`config.mk`:
```
export PLATFORM = sky130hd
export DESIGN_NAME = bitmap_page_allocator_core
export DESIGN_NICKNAME = d
export VERILOG_FILES = /design/src/sv/bpa_pkg.sv /design/src/sv/bpa_map_ram.sv /design/src/sv/bitmap_page_allocator_core.sv
export VERILOG_INCLUDE_DIRS = /design/src /design/src/sv
export SDC_FILE = /design/constraint.sdc
export NUM_CORES = 2
export LEC_CHECK = 0
export ABC_AREA = 1
export BUFFER_PORTS_ARGS = -buffer_cell sky130_fd_sc_hd__buf_2
export CAP_MARGIN = 20
export CORE_ASPECT_RATIO = 1.5
export CORE_UTILIZATION = 38
export DETAILED_ROUTE_END_ITERATION = 8
export PLACE_DENSITY = 0.53
export SLEW_MARGIN = 20
export SYNTH_ARGS = -nofsm -noshare
export SYNTH_HDL_FRONTEND = slang
export SYNTH_SLANG_ARGS = --single-unit
```
`constraint.sdc`:
```
create_clock -name clk_i -period 26.3 [get_ports clk_i]
set_input_delay 2.63 -clock clk_i [delete_from_list [all_inputs] [get_ports clk_i]]
set_output_delay 2.63 -clock clk_i [all_outputs]
set_load 0.01 [all_outputs]
```
`src/sv/bitmap_page_allocator_core_macros.svh`:
```
// Assertion macros used by the bitmap page allocator RTL.
`ifndef BITMAP_PAGE_ALLOCATOR_CORE_MACROS_SVH
`define BITMAP_PAGE_ALLOCATOR_CORE_MACROS_SVH
`ifndef SYNTHESIS
`define BPA_ASSERT(lbl, prop, msg) \
  lbl: assert property (@(posedge clk_i) disable iff (!rst_ni) (prop)) else $error(msg);
`define BPA_ASSERT_NEXT(lbl, ante, cons, msg) \
  lbl: assert property (@(posedge clk_i) disable iff (!rst_ni) (ante) |=> (cons)) \
    else $error(msg);
`else
`define BPA_ASSERT(lbl, prop, msg)
`define BPA_ASSERT_NEXT(lbl, ante, cons, msg)
`endif
`endif

```
`src/sv/bpa_pkg.sv`:
```
// Types, codes and constants of the bitmap page allocator.
package bpa_pkg;

  localparam int MAX_PAGES_DEF = 1024;
  localparam int PAGE_BYTES    = 4096;
  localparam int PAGE_SHIFT    = $clog2(PAGE_BYTES);
  localparam int COUNT_W       = 11;
  localparam int ADDR_W        = 32;
  localparam int BASE_W        = 20;
  localparam int CFG_DATA_W    = 20;
  localparam int LANES         = 8;
  localparam int LANE_SHIFT    = 3;
  localparam int CHK_W         = 22;

  localparam logic [COUNT_W-1:0] POOL_PAGES_RST = 11'd1024;
  localparam logic [BASE_W-1:0]  POOL_BASE_RST  = 20'd256;

  typedef enum logic [2:0] {
    ST_ALLOCATED    = 3'd0,
    ST_FREED        = 3'd1,
    ST_ZERO_COUNT   = 3'd2,
    ST_NO_MEMORY    = 3'd3,
    ST_FREE_IGNORED = 3'd4
  } status_e;

  typedef enum logic {
    FUNC_ALLOC = 1'b0,
    FUNC_FREE  = 1'b1
  } func_e;

  typedef enum logic {
    CFG_POOL_PAGES     = 1'b0,
    CFG_POOL_BASE_PAGE = 1'b1
  } cfg_index_e;

  typedef enum logic [2:0] {
    S_CLEAR,
    S_IDLE,
    S_CHECK,
    S_FREE_END,
    S_SCAN,
    S_MARK_RD,
    S_MARK_WR
  } state_e;

  typedef struct packed {
    func_e              func;
    logic [COUNT_W-1:0] run_pages;
    logic [ADDR_W-1:0]  address;
    logic               zero_fill;
  } cmd_t;

  typedef struct packed {
    status_e           status;
    logic [ADDR_W-1:0] page_address;
    logic              clear_request;
  } rsp_t;

endpackage

```
`src/sv/bpa_map_ram.sv`:
```
// Page map memory: one row of page bits per address, registered read.
module bpa_map_ram
  import bpa_pkg::*;
#(
  parameter int ROWS  = 128,
  parameter int ROW_W = 7
) (
  input  logic             clk_i,
  input  logic             wr_en_i,
  input  logic [ROW_W-1:0] wr_row_i,
  input  logic [LANES-1:0] wr_data_i,
  input  logic             rd_en_i,
  input  logic [ROW_W-1:0] rd_row_i,
  output logic [LANES-1:0] rd_data_o
);

  logic [LANES-1:0] mem [ROWS];
  logic [LANES-1:0] rd_data_q;

  always_ff @(posedge clk_i) begin
    if (wr_en_i) begin
      mem[wr_row_i] <= wr_data_i;
    end
  end

  always_ff @(posedge clk_i) begin
    if (rd_en_i) begin
      rd_data_q <= mem[rd_row_i];
    end
  end

  assign rd_data_o = rd_data_q;

endmodule

```
`src/sv/bitmap_page_allocator_core.sv`:
```
// Top level of the bitmap first-fit page allocator.
//
// Channel   Direction  Handshake                       Payload
// command   in         start high while busy is low    cmd_i (cmd_t)
// result    out        result_valid_o for one cycle    result_o (rsp_t)
// config    in         cfg_valid_i and cfg_ready_o     cfg_index_i, cfg_data_i
//
// After reset the map is cleared one row of eight pages per cycle, every row in turn,
// with busy high. An allocate reads map rows in order through the single read port
// until a long enough free run is found, then does a read-modify-write of each marked
// row; a free checks the range, then does a read-modify-write of each cleared row.
// Refused requests end without writing the map. The result is shown for one cycle only, since
// the receiver cannot stall; busy drops in that cycle, so the next command can be taken.
`include "bitmap_page_allocator_core_macros.svh"
module bitmap_page_allocator_core
  import bpa_pkg::*;
#(
  parameter int MAX_PAGES = MAX_PAGES_DEF
) (
  input  logic                  clk_i,
  input  logic                  rst_ni,
  input  logic                  start,
  output logic                  busy,
  input  cmd_t                  cmd_i,
  output logic                  result_valid_o,
  output rsp_t                  result_o,
  input  logic                  cfg_valid_i,
  output logic                  cfg_ready_o,
  input  cfg_index_e            cfg_index_i,
  input  logic [CFG_DATA_W-1:0] cfg_data_i
);

  localparam int ROWS   = (MAX_PAGES + LANES - 1) / LANES;
  localparam int ROW_W  = (ROWS > 1) ? $clog2(ROWS) : 1;
  localparam int ISS_W  = $clog2(ROWS + 1);
  localparam int PIDX_W = $clog2(MAX_PAGES + 1);
  localparam int N_W    = ((PIDX_W > COUNT_W) ? PIDX_W : COUNT_W) + 1;

  state_e             state_q, state_d;
  cmd_t               cmd_q, cmd_d;
  logic [COUNT_W-1:0] pool_pages_q, pool_pages_d;
  logic [BASE_W-1:0]  pool_base_q, pool_base_d;
  logic [ROW_W-1:0]   row_q, row_d;
  logic [ISS_W-1:0]   issue_q, issue_d;
  logic [ROW_W-1:0]   drow_q, drow_d;
  logic               dval_q, dval_d;
  logic [COUNT_W-1:0] run_q, run_d;
  logic [N_W-1:0]     lo_q, lo_d;
  logic [N_W-1:0]     hi_q, hi_d;
  logic               set_q, set_d;
  logic               resv_q, resv_d;
  rsp_t               res_q, res_d;

  logic               mem_we;
  logic [ROW_W-1:0]   mem_wrow;
  logic [LANES-1:0]   mem_wdata;
  logic               mem_re;
  logic [ROW_W-1:0]   mem_rrow;
  logic [LANES-1:0]   mem_rdata;

  logic [N_W-1:0]     npages;
  logic [N_W-1:0]     pp_w;
  logic [N_W-1:0]     count_n;
  logic               count_zero;
  logic               count_big;
  logic               found_v;
  logic [N_W-1:0]     end_v;
  logic [COUNT_W-1:0] run_v;
  logic [N_W-1:0]     idx_v;
  logic [N_W-1:0]     alloc_lo;
  logic               scan_last;
  logic               issue_ok;
  logic [CHK_W-1:0]   page_v;
  logic [CHK_W-1:0]   base_v;
  logic [CHK_W-1:0]   lim_v;
  logic               out_of_pool;
  logic [N_W:0]       free_sum;
  logic               free_over;
  logic [LANES-1:0]   mask;
  logic [N_W-1:0]     mpage;
  logic               mark_last;
  logic               clear_last;
  logic [CHK_W-1:0]   addr_sum;

  bpa_map_ram #(
    .ROWS  (ROWS),
    .ROW_W (ROW_W)
  ) u_map (
    .clk_i     (clk_i),
    .wr_en_i   (mem_we),
    .wr_row_i  (mem_wrow),
    .wr_data_i (mem_wdata),
    .rd_en_i   (mem_re),
    .rd_row_i  (mem_rrow),
    .rd_data_o (mem_rdata)
  );

  assign busy           = (state_q != S_IDLE);
  assign cfg_ready_o    = 1'b1;
  assign result_valid_o = resv_q;
  assign result_o       = res_q;

  always_comb begin
    pool_pages_d = pool_pages_q;
    pool_base_d  = pool_base_q;
    if (cfg_valid_i && cfg_ready_o) begin
      unique case (cfg_index_i)
        CFG_POOL_PAGES:     pool_pages_d = cfg_data_i[COUNT_W-1:0];
        CFG_POOL_BASE_PAGE: pool_base_d  = cfg_data_i[BASE_W-1:0];
        default:            pool_pages_d = pool_pages_q;
      endcase
    end
  end

  always_comb begin
    pp_w       = N_W'(pool_pages_q);
    npages     = (pp_w > N_W'(MAX_PAGES)) ? N_W'(MAX_PAGES) : pp_w;
    count_n    = N_W'(cmd_q.run_pages);
    count_zero = (cmd_q.run_pages == '0);
    count_big  = (count_n > npages);

    run_v   = run_q;
    found_v = 1'b0;
    end_v   = '0;
    for (int k = 0; k < LANES; k++) begin
      idx_v = N_W'({drow_q, LANE_SHIFT'(k)});
      if (!found_v && (idx_v < npages)) begin
        if (mem_rdata[k]) begin
          run_v = '0;
        end else begin
          run_v = run_v + 1'b1;
        end
        if (run_v == cmd_q.run_pages) begin
          found_v = 1'b1;
          end_v   = idx_v;
        end
      end
    end
    alloc_lo  = end_v + N_W'(1) - count_n;
    scan_last = (N_W'({drow_q, {LANE_SHIFT{1'b0}}}) + N_W'(LANES)) >= npages;
    issue_ok  = N_W'({issue_q, {LANE_SHIFT{1'b0}}}) < npages;

    page_v      = CHK_W'(cmd_q.address[ADDR_W-1:PAGE_SHIFT]);
    base_v      = CHK_W'(pool_base_q);
    lim_v       = base_v + CHK_W'(npages);
    out_of_pool = (page_v < base_v) || (page_v >= lim_v);
    free_sum    = (N_W+1)'(lo_q) + (N_W+1)'(cmd_q.run_pages);
    free_over   = free_sum > (N_W+1)'(npages);

    for (int k = 0; k < LANES; k++) begin
      mpage   = N_W'({row_q, LANE_SHIFT'(k)});
      mask[k] = (mpage >= lo_q) && (mpage <= hi_q);
    end
    mark_last  = (row_q == hi_q[LANE_SHIFT +: ROW_W]);
    clear_last = (row_q == ROW_W'(ROWS - 1));
    addr_sum   = base_v + CHK_W'(lo_q);
  end

  always_comb begin
    state_d = state_q;
    unique case (state_q)
      S_CLEAR: begin
        if (clear_last) state_d = S_IDLE;
      end
      S_IDLE: begin
        if (start) state_d = S_CHECK;
      end
      S_CHECK: begin
        if (cmd_q.func == FUNC_ALLOC) begin
          state_d = (count_zero || count_big) ? S_IDLE : S_SCAN;
        end else begin
          state_d = out_of_pool ? S_IDLE : S_FREE_END;
        end
      end
      S_FREE_END: begin
        state_d = (free_over || count_zero) ? S_IDLE : S_MARK_RD;
      end
      S_SCAN: begin
        if (dval_q && found_v) begin
          state_d = S_MARK_RD;
        end else if (dval_q && scan_last) begin
          state_d = S_IDLE;
        end
      end
      S_MARK_RD: state_d = S_MARK_WR;
      S_MARK_WR: begin
        state_d = mark_last ? S_IDLE : S_MARK_RD;
      end
      default: state_d = S_IDLE;
    endcase
  end

  always_comb begin
    cmd_d     = cmd_q;
    row_d     = row_q;
    issue_d   = issue_q;
    drow_d    = drow_q;
    dval_d    = dval_q;
    run_d     = run_q;
    lo_d      = lo_q;
    hi_d      = hi_q;
    set_d     = set_q;
    resv_d    = 1'b0;
    res_d     = res_q;
    mem_we    = 1'b0;
    mem_wrow  = row_q;
    mem_wdata = '0;
    mem_re    = 1'b0;
    mem_rrow  = row_q;
    unique case (state_q)
      S_CLEAR: begin
        mem_we = 1'b1;
        row_d  = row_q + 1'b1;
      end
      S_IDLE: begin
        if (start) cmd_d = cmd_i;
      end
      S_CHECK: begin
        if (cmd_q.func == FUNC_ALLOC) begin
          if (count_zero) begin
            resv_d = 1'b1;
            res_d  = '{status: ST_ZERO_COUNT, page_address: '0, clear_request: 1'b0};
          end else if (count_big) begin
            resv_d = 1'b1;
            res_d  = '{status: ST_NO_MEMORY, page_address: '0, clear_request: 1'b0};
          end else begin
            issue_d = '0;
            dval_d  = 1'b0;
            run_d   = '0;
          end
        end else if (out_of_pool) begin
          resv_d = 1'b1;
          res_d  = '{status: ST_FREE_IGNORED, page_address: '0, clear_request: 1'b0};
        end else begin
          lo_d = N_W'(page_v - base_v);
        end
      end
      S_FREE_END: begin
        if (free_over) begin
          resv_d = 1'b1;
          res_d  = '{status: ST_FREE_IGNORED, page_address: '0, clear_request: 1'b0};
        end else if (count_zero) begin
          resv_d = 1'b1;
          res_d  = '{status: ST_FREED, page_address: '0, clear_request: 1'b0};
        end else begin
          hi_d  = N_W'(free_sum - 1'b1);
          row_d = lo_q[LANE_SHIFT +: ROW_W];
          set_d = 1'b0;
        end
      end
      S_SCAN: begin
        if (issue_ok) begin
          mem_re   = 1'b1;
          mem_rrow = issue_q[ROW_W-1:0];
          issue_d  = issue_q + 1'b1;
          drow_d   = issue_q[ROW_W-1:0];
          dval_d   = 1'b1;
        end else begin
          dval_d = 1'b0;
        end
        if (dval_q) begin
          run_d = run_v;
          if (found_v) begin
            hi_d  = end_v;
            lo_d  = alloc_lo;
            row_d = alloc_lo[LANE_SHIFT +: ROW_W];
            set_d = 1'b1;
          end else if (scan_last) begin
            resv_d = 1'b1;
            res_d  = '{status: ST_NO_MEMORY, page_address: '0, clear_request: 1'b0};
          end
        end
      end
      S_MARK_RD: begin
        mem_re = 1'b1;
      end
      S_MARK_WR: begin
        mem_we    = 1'b1;
        mem_wdata = set_q ? (mem_rdata | mask) : (mem_rdata & ~mask);
        if (mark_last) begin
          resv_d = 1'b1;
          if (set_q) begin
            res_d = '{status: ST_ALLOCATED,
                      page_address: ADDR_W'({addr_sum, {PAGE_SHIFT{1'b0}}}),
                      clear_request: cmd_q.zero_fill};
          end else begin
            res_d = '{status: ST_FREED, page_address: '0, clear_request: 1'b0};
          end
        end else begin
          row_d = row_q + 1'b1;
        end
      end
      default: resv_d = 1'b0;
    endcase
  end

  always_ff @(posedge clk_i or negedge rst_ni) begin
    if (!rst_ni) begin
      state_q      <= S_CLEAR;
      pool_pages_q <= POOL_PAGES_RST;
      pool_base_q  <= POOL_BASE_RST;
      row_q        <= '0;
      issue_q      <= '0;
      dval_q       <= 1'b0;
      resv_q       <= 1'b0;
    end else begin
      state_q      <= state_d;
      pool_pages_q <= pool_pages_d;
      pool_base_q  <= pool_base_d;
      row_q        <= row_d;
      issue_q      <= issue_d;
      dval_q       <= dval_d;
      resv_q       <= resv_d;
    end
  end

  always_ff @(posedge clk_i) begin
    cmd_q  <= cmd_d;
    drow_q <= drow_d;
    run_q  <= run_d;
    lo_q   <= lo_d;
    hi_q   <= hi_d;
    set_q  <= set_d;
    res_q  <= res_d;
  end

  `BPA_ASSERT(a_result_after_busy, result_valid_o |-> $past(busy), "Result without a request")
  `BPA_ASSERT_NEXT(a_single_result, result_valid_o, !result_valid_o, "Result held too long")
  `BPA_ASSERT_NEXT(a_accept_busy, start && !busy, busy, "Accepted request did not start")
  `BPA_ASSERT(a_map_write_busy, mem_we |-> busy, "Map written while idle")
  `BPA_ASSERT(a_clean_refusal,
    result_valid_o && result_o.status != ST_ALLOCATED |->
    result_o.page_address == '0 && !result_o.clear_request,
    "Refused or free result carries an address")

endmodule

```
* After elaboration in Yosys (flattened, before gate mapping)
Memory sizes are Yosys's and may differ from the RTL's. A register that Yosys moved wholly into a read port is not among the register bits.
Index checks and enable logic that the tools add are counted.
** Cells by class
- Add/subtract/negate cells :: 18
- Multiply operators :: 0
- Divide/modulo/power cells :: 0
- Order comparisons :: 31
- Eq/ne operators :: 37
- Shift-type cells :: 0
- Multiplexer cells :: 134
- Bitwise operators :: 4
- Reductions and logical operators :: 46
** Operator list (number)
- $mux 36 :: 10
- $mux 11 :: 29
- $mux 12 :: 22
- $pmux 36 s4 :: 1
- $ge 10x12->1 :: 8
- $le 10x12->1 :: 8
- $add 11x1->11 const B :: 8
- $eq 11x11->1 :: 8
- $lt 10x11->1 :: 8
- $mux 7 :: 7
- $mux 8 :: 6
- $pmux 12 s2 :: 2
- $mux 1 :: 37
- $mux 34 :: 1
- $ne 2x2->1 const B :: 16
- $pmux 7 s4 :: 1
- $mux 3 :: 8
- $pmux 11 s2 :: 1
- $add 20x11->21 :: 1
- $ge 20x21->1 :: 1
- $pmux 3 s7 :: 1
- $add 20x12->20 :: 1
- $lt 20x20->1 :: 1
- $mux 10 :: 2
- other kinds (43) :: 82
** Word-level totals
- Bits in registers :: 175
- Latch bits :: 0
- Bits in writable memories :: 1024
- ROM bits :: 0
- Input bits :: 70
- Memories kept :: 1
** Memory list
- u_map.mem :: depth 128, bits a word 8, read ports 1, clocked after memory_dff 1, write ports 1, line bpa_map_ram.sv:17 : logic [LANES-1:0] mem [ROWS];

* Longest topological paths before layout
- Depth after elaboration :: 54
- Mapped depth :: 98
- Gate-level depth less buffers :: 97

* By module
From an unflattened synthesis, not the netlist that was laid out.
** Second synthesis, totals
- Cells, all modules :: 6250
- Area, all modules :: 59987.5 µm²
** By module, submodules not included
- bpa_map_ram :: times used 1, cells each 3575, area each 42184.2 µm², seq. area each 30989.7 µm²
- bitmap_page_allocator_core :: times used 1, cells each 2675, area each 17803.3 µm², seq. area each 4281.6 µm²

* Worst setup path before layout
Ideal clock, no wire load.
- Path type :: register -> register
- Start point :: register pool_pages_q[10]
- End point :: register lo_q[10], data pin
- Setup time :: 0.260 ns
- Arrival :: 9.921 ns
- Data required time :: 26.040 ns
- Slack :: 16.119 ns
- Cell stages (with the launch flop) :: 87
- Buffers on the path :: 2
- Period minus slack after synthesis :: 10.181 ns
- Path through :: dfstp_2 inv_2 a31oi_1 inv_2 nand2_1 ha_1 inv_1 nor2_1 a21boi_4 nand2_2 nor2_2 nand2_1 nand2_2 ha_1 nand2_1 nor2_1 nand2_1 o21ai_1 (+51 left out) ha_1 inv_1 nor2_1 nor2_1 nor2_1 nor2_1 o21ai_0 inv_1 nor2_1 nor2_1 o21ai_0 inv_1 nor2_1 o21ai_0 nand2_1 xor2_1 nand2_1 o21ai_0
** On the way
- Longest elaborated chain between the ends :: 42
- Elaborated cells on any way between the ends :: 92
** Ends and longest elaborated chain
- start: declaration :: line bitmap_page_allocator_core.sv:41 : logic [COUNT_W-1:0] pool_pages_q, pool_pages_d;
- start signal: assignment :: line bitmap_page_allocator_core.sv:308 : pool_pages_q <= pool_pages_d;
- $gt 11x11->1 :: line bitmap_page_allocator_core.sv:117 : npages = (pp_w > N_W'(MAX_PAGES)) ? N_W'(MAX_PAGES) : pp_w;
- $mux 11 (*) :: line bitmap_page_allocator_core.sv:117
- parallel branches: the longest is 34 deep, another holds $lt 10x11->1
- $mux 12 (*) :: line bitmap_page_allocator_core.sv:127 : if (!found_v && (idx_v < npages)) begin
- $add 12x1->12 (*) :: line bitmap_page_allocator_core.sv:139 : alloc_lo = end_v + N_W'(1) - count_n;
- $sub 12x11->12 (*) :: line bitmap_page_allocator_core.sv:139
- $mux 12 (*) :: line bitmap_page_allocator_core.sv:263 : if (found_v) begin
- $mux 12 (*) :: line bitmap_page_allocator_core.sv:261 : if (dval_q) begin
- $pmux 12 s2 (*) :: line bitmap_page_allocator_core.sv:210 : unique case (state_q)
- via lo_d[10] :: line bitmap_page_allocator_core.sv:48 : logic [N_W-1:0] lo_q, lo_d;
- end signal: assignment :: line bitmap_page_allocator_core.sv:321 : lo_q <= lo_d;
- end: declaration :: line bitmap_page_allocator_core.sv:48
Mark *: on every way through the listed nets, which the timed path passes. The select of a mux whose other input is x is not followed.
A chain may end at the register's enable or synchronous reset.

* Worst setup path in the final report
- Start point :: register pool_pages_q[1]
- End point :: register row_q[6], in the netlist mem_wrow[6]
** On the way
- Longest elaborated chain between the ends :: 42
- Elaborated cells on any way between the ends :: 98
** Ends and longest elaborated chain
- $gt 11x11->1 :: line bitmap_page_allocator_core.sv:117
- $mux 11 (*) :: line bitmap_page_allocator_core.sv:117
- parallel branches: the longest is 40 deep, another holds $lt 10x11->1
- end signal: assignment :: line bitmap_page_allocator_core.sv:310 : row_q <= row_d;
- end: declaration :: line bitmap_page_allocator_core.sv:43 : logic [ROW_W-1:0] row_q, row_d;
Every way passes the cells marked *. The select of a mux whose other input is x is not followed.

==> impl_metrics.json <==
{
  "status": "complete, no violations",
  "synth_commonest_cells": "1132 x edfxtp_1, 1045 x nor2_1, 796 x nand2_1, 750 x o21ai_0, 328 x inv_1",
  "worst_ep_required_time_ns": 26.97,
  "crit_family": "simple AND/OR/NAND/NOR gates",
  "yosysMostFrequentCell": "edfxtp_1",
  "numCtsBuffers": 112,
  "drt-vias-per-instance": 5.47,
  "cpMostUsedCell": "nand2_1",
  "area_delta_synth_final_pct": 10.7,
  "fill_cells": 14700,
  "setup_tns_ns": 0,
  "final_cells": 7903,
  "hold_violations": 0,
  "met2WireLength_um": 92400,
  "clk_pin_slew_worst_paths_ns": 0.06,
  "period_needed_ns": 15.17,
  "dr.pass1.iters": 6,
  "ioPinCount": 109,
  "clock_path_buffers": 3,
  "die_y_um": 482,
  "row_count": 175,
  "p_leak_nw": 24.8,
  "synth_area_leaders": "edfxtp_1 58%, nor2_1 6.7%, o21ai_0 6.4%",
  "cts_num_sinks": 1183,
  "grt_max_degree": 176,
  "place.gp.congestion": 0.903,
  "max_slew.worst_pin.slew_ns": 1.16,
  "routed_wl_um": 178000,
  "layout.nets": 6018,
  "clock-root-buffer": "clkbuf_16",
  "post_cts_buffers": 0,
  "die_w_um": 322,
  "drc": 0,
  "ys_seq_elements": 1183,
  "hpwl_um": 115000,
  "synth_edf_count": 1132,
  "clk_latency_ns": 0.79,
  "grt_pass1_vias": 42300,
  "detailroute.via_count": 43200,
  "holdWs_ns": 0.524,
  "yosys_warnings": 0,
  "synth_cell_types": 64,
  "grt_overflow": 0,
  "clock_skew_ns": 0.0885,
  "yosysSeqAreaShare": 0.605,
  "cp_max_fo": 27,
  "drv_cap": 0,
  "die_area_um2": 155000,
  "ir_worst_vdd_uv": 105,
  "critPathKind": "register to register",
  "cts_tree": "built",
  "rsz0062_at_grt": "false",
  "crit_path_max_incr_delay_ns": 0.56,
  "critPathArrivalTime_ns": 15.84,
  "setup_violations": 0,
  "async_flop_share": 0.0431,
  "grt_first_pass_wirelength_um": 265000,
  "h-tree-depth": 3,
  "synth_top_cell_by_area": "edfxtp_1",
  "initial_utilization": 0.384,
  "regArea_um2": 35300,
  "maxSlewHeadroom": 0.225,
  "end_kind": "register",
  "hold_path_class": "register to register",
  "drive_gt1_frac": 0.0803,
  "fmax_mhz": 65.9,
  "final-max-slew-violation-count": 0,
  "core_area_um2": 152000,
  "syn_area_per_cell_um2": 10.1,
  "multi_input_area_um2": 20600,
  "ctsHoldBuffers": 0,
  "fin_crit_sh": 0.577,
  "ys.flop_type": "edfxtp_1",
  "drt-initial-drc-count": 3363,
  "cts_resized": 0,
  "grt_usage": 0.227,
  "path_buf_inv": 9,
  "port-buffer-count": 83,
  "powerDensity_nw_per_um2": 113,
  "m1WireLength_um": 69400,
  "synth.cell_area_um2": 58300,
  "synth_cells": 5793,
  "slowest_stage": "o21ai_0",
  "antenna_found_initial": 0,
  "worstSetupStartpointType": "register",
  "top_layer": "met4",
  "drtAntennaViolNets": 0,
  "routedWlPerCell_um": 22.5,
  "dp_cells": 7695,
  "met3WireLength_um": 8380,
  "synth_top_area_share": 0.583
}
-- final timing paths --
| check | from | endpoint | slack, ns | depth (start not counted) |
|---|---|---|---|---|
| worst min register to register | pool_base_q[8] | pool_base_q[8] | 0.52 | 2 |
| min in group asynchronous | rst_ni | pool_base_q[17] | 2.00 | 2 |
| max in group asynchronous | rst_ni | pool_base_q[0] | 23.79 | 2 |
| worst min-delay path | pool_base_q[8] | pool_base_q[8] | 0.52 | 2 |
| worst max register to register | pool_pages_q[1] | mem_wrow[6] | 11.13 | 82 |
| worst max-delay path | pool_pages_q[1] | mem_wrow[6] | 11.13 | 82 |
-- metrics by stage --
step | instance area, um2 | total power, mW | worst slack, ns | util
floorplan | 58300 | 4.50 | 16.12 | -
global placement | 60800 | 5.62 | 11.25 | 0.400
detailed placement | 60800 | 5.65 | 11.21 | 0.400
CTS | 64500 | 7.31 | 11.18 | 0.425
global route | 64500 | 7.74 | 9.80 | 0.425
finish | 64500 | 7.27 | 11.13 | 0.425
-- routing by layer --
layer	GRT usage	up-vias
li1	-	20600
met1	0.265	21100
met2	0.417	1163
met3	0.0244	372
met4	0.100	0
met5	0	-
-- power by group --
part / internal (mW) / total, mW / switching (mW)
combinational: 0.920 / 3.37 / 2.45
sequential: 2.18 / 2.25 / 0.0679
clock: 0.918 / 1.66 / 0.739
total: 4.02 / 7.27 / 3.25
-- worst reg2reg max path: cells and delay by family, from the launching register on --
kind	cells	cell delay [ns]
AND/OR/NAND/NOR	58	9.32
flip-flops	1	0.42
AO/OA/AOI/OAI	8	2.42
buffers and inverters	9	0.81
adder cells (fa/ha/maj)	7	2.08
-- logic make-up after synthesis --
group | share of synthesized area
DFF | 0.605
AOI/OAI and AO/OA | 0.132
xor gates and xnor gates | 0.00782
adders and majority gates | 0.0378
and+or+nand+nor | 0.171
buffers and inverters | 0.0461
other | 0.000129
-- cells in the final DEF, fill, tap and decap left out, types with 7 or more instances in the layout --
master / instances
nand3b_1: 10
o21ai_2: 12
nor3_1: 41
dfrtp_1: 49
xor2_1: 45
buf_4: 80
nand4_1: 125
o22ai_1: 287
nand3_2: 15
nor2_4: 7
o21ai_1: 23
o21a_1: 8
nor4_1: 7
o31ai_1: 8
nand3_1: 228
nor2_1: 1042
clkbuf_16: 112
inv_1: 325
nor2_2: 20
o221ai_1: 36
xnor2_1: 7
nand2_2: 33
clkinv_1: 39
edfxtp_1: 1132
clkinv_2: 11
a21oi_1: 127
buf_2: 83
clkbuf_1: 26
a21o_1: 8
o21bai_1: 8
conb_1: 13
inv_2: 20
nand2_1: 796
a31oi_1: 16
o21ai_0: 747
ha_1: 168
o211ai_1: 40
bufinv_16: 13
-- cell type report --
cell class,count,area share
clock buffers,138,0.0449
repair buffers,165,0.0164
inverters,363,0.0214
flip-flops and latches,1183,0.547
multi-input cells,3950,0.319
well taps,2035,0.0395
diodes,1,0.0000388
clock inverters,68,0.0127
-- registers in the layout (all words and copies together), names as in the netlist, 8 cells and up --
name and flops:
cmd_q 33, run_q 11, u_map.rd_data_o 8, pool_pages_q 11
issue_q 8, lo_q 12, u_map.mem 1024, hi_q 12
result_o 24, pool_base_q 20
(Power assumes the default switching activity.)
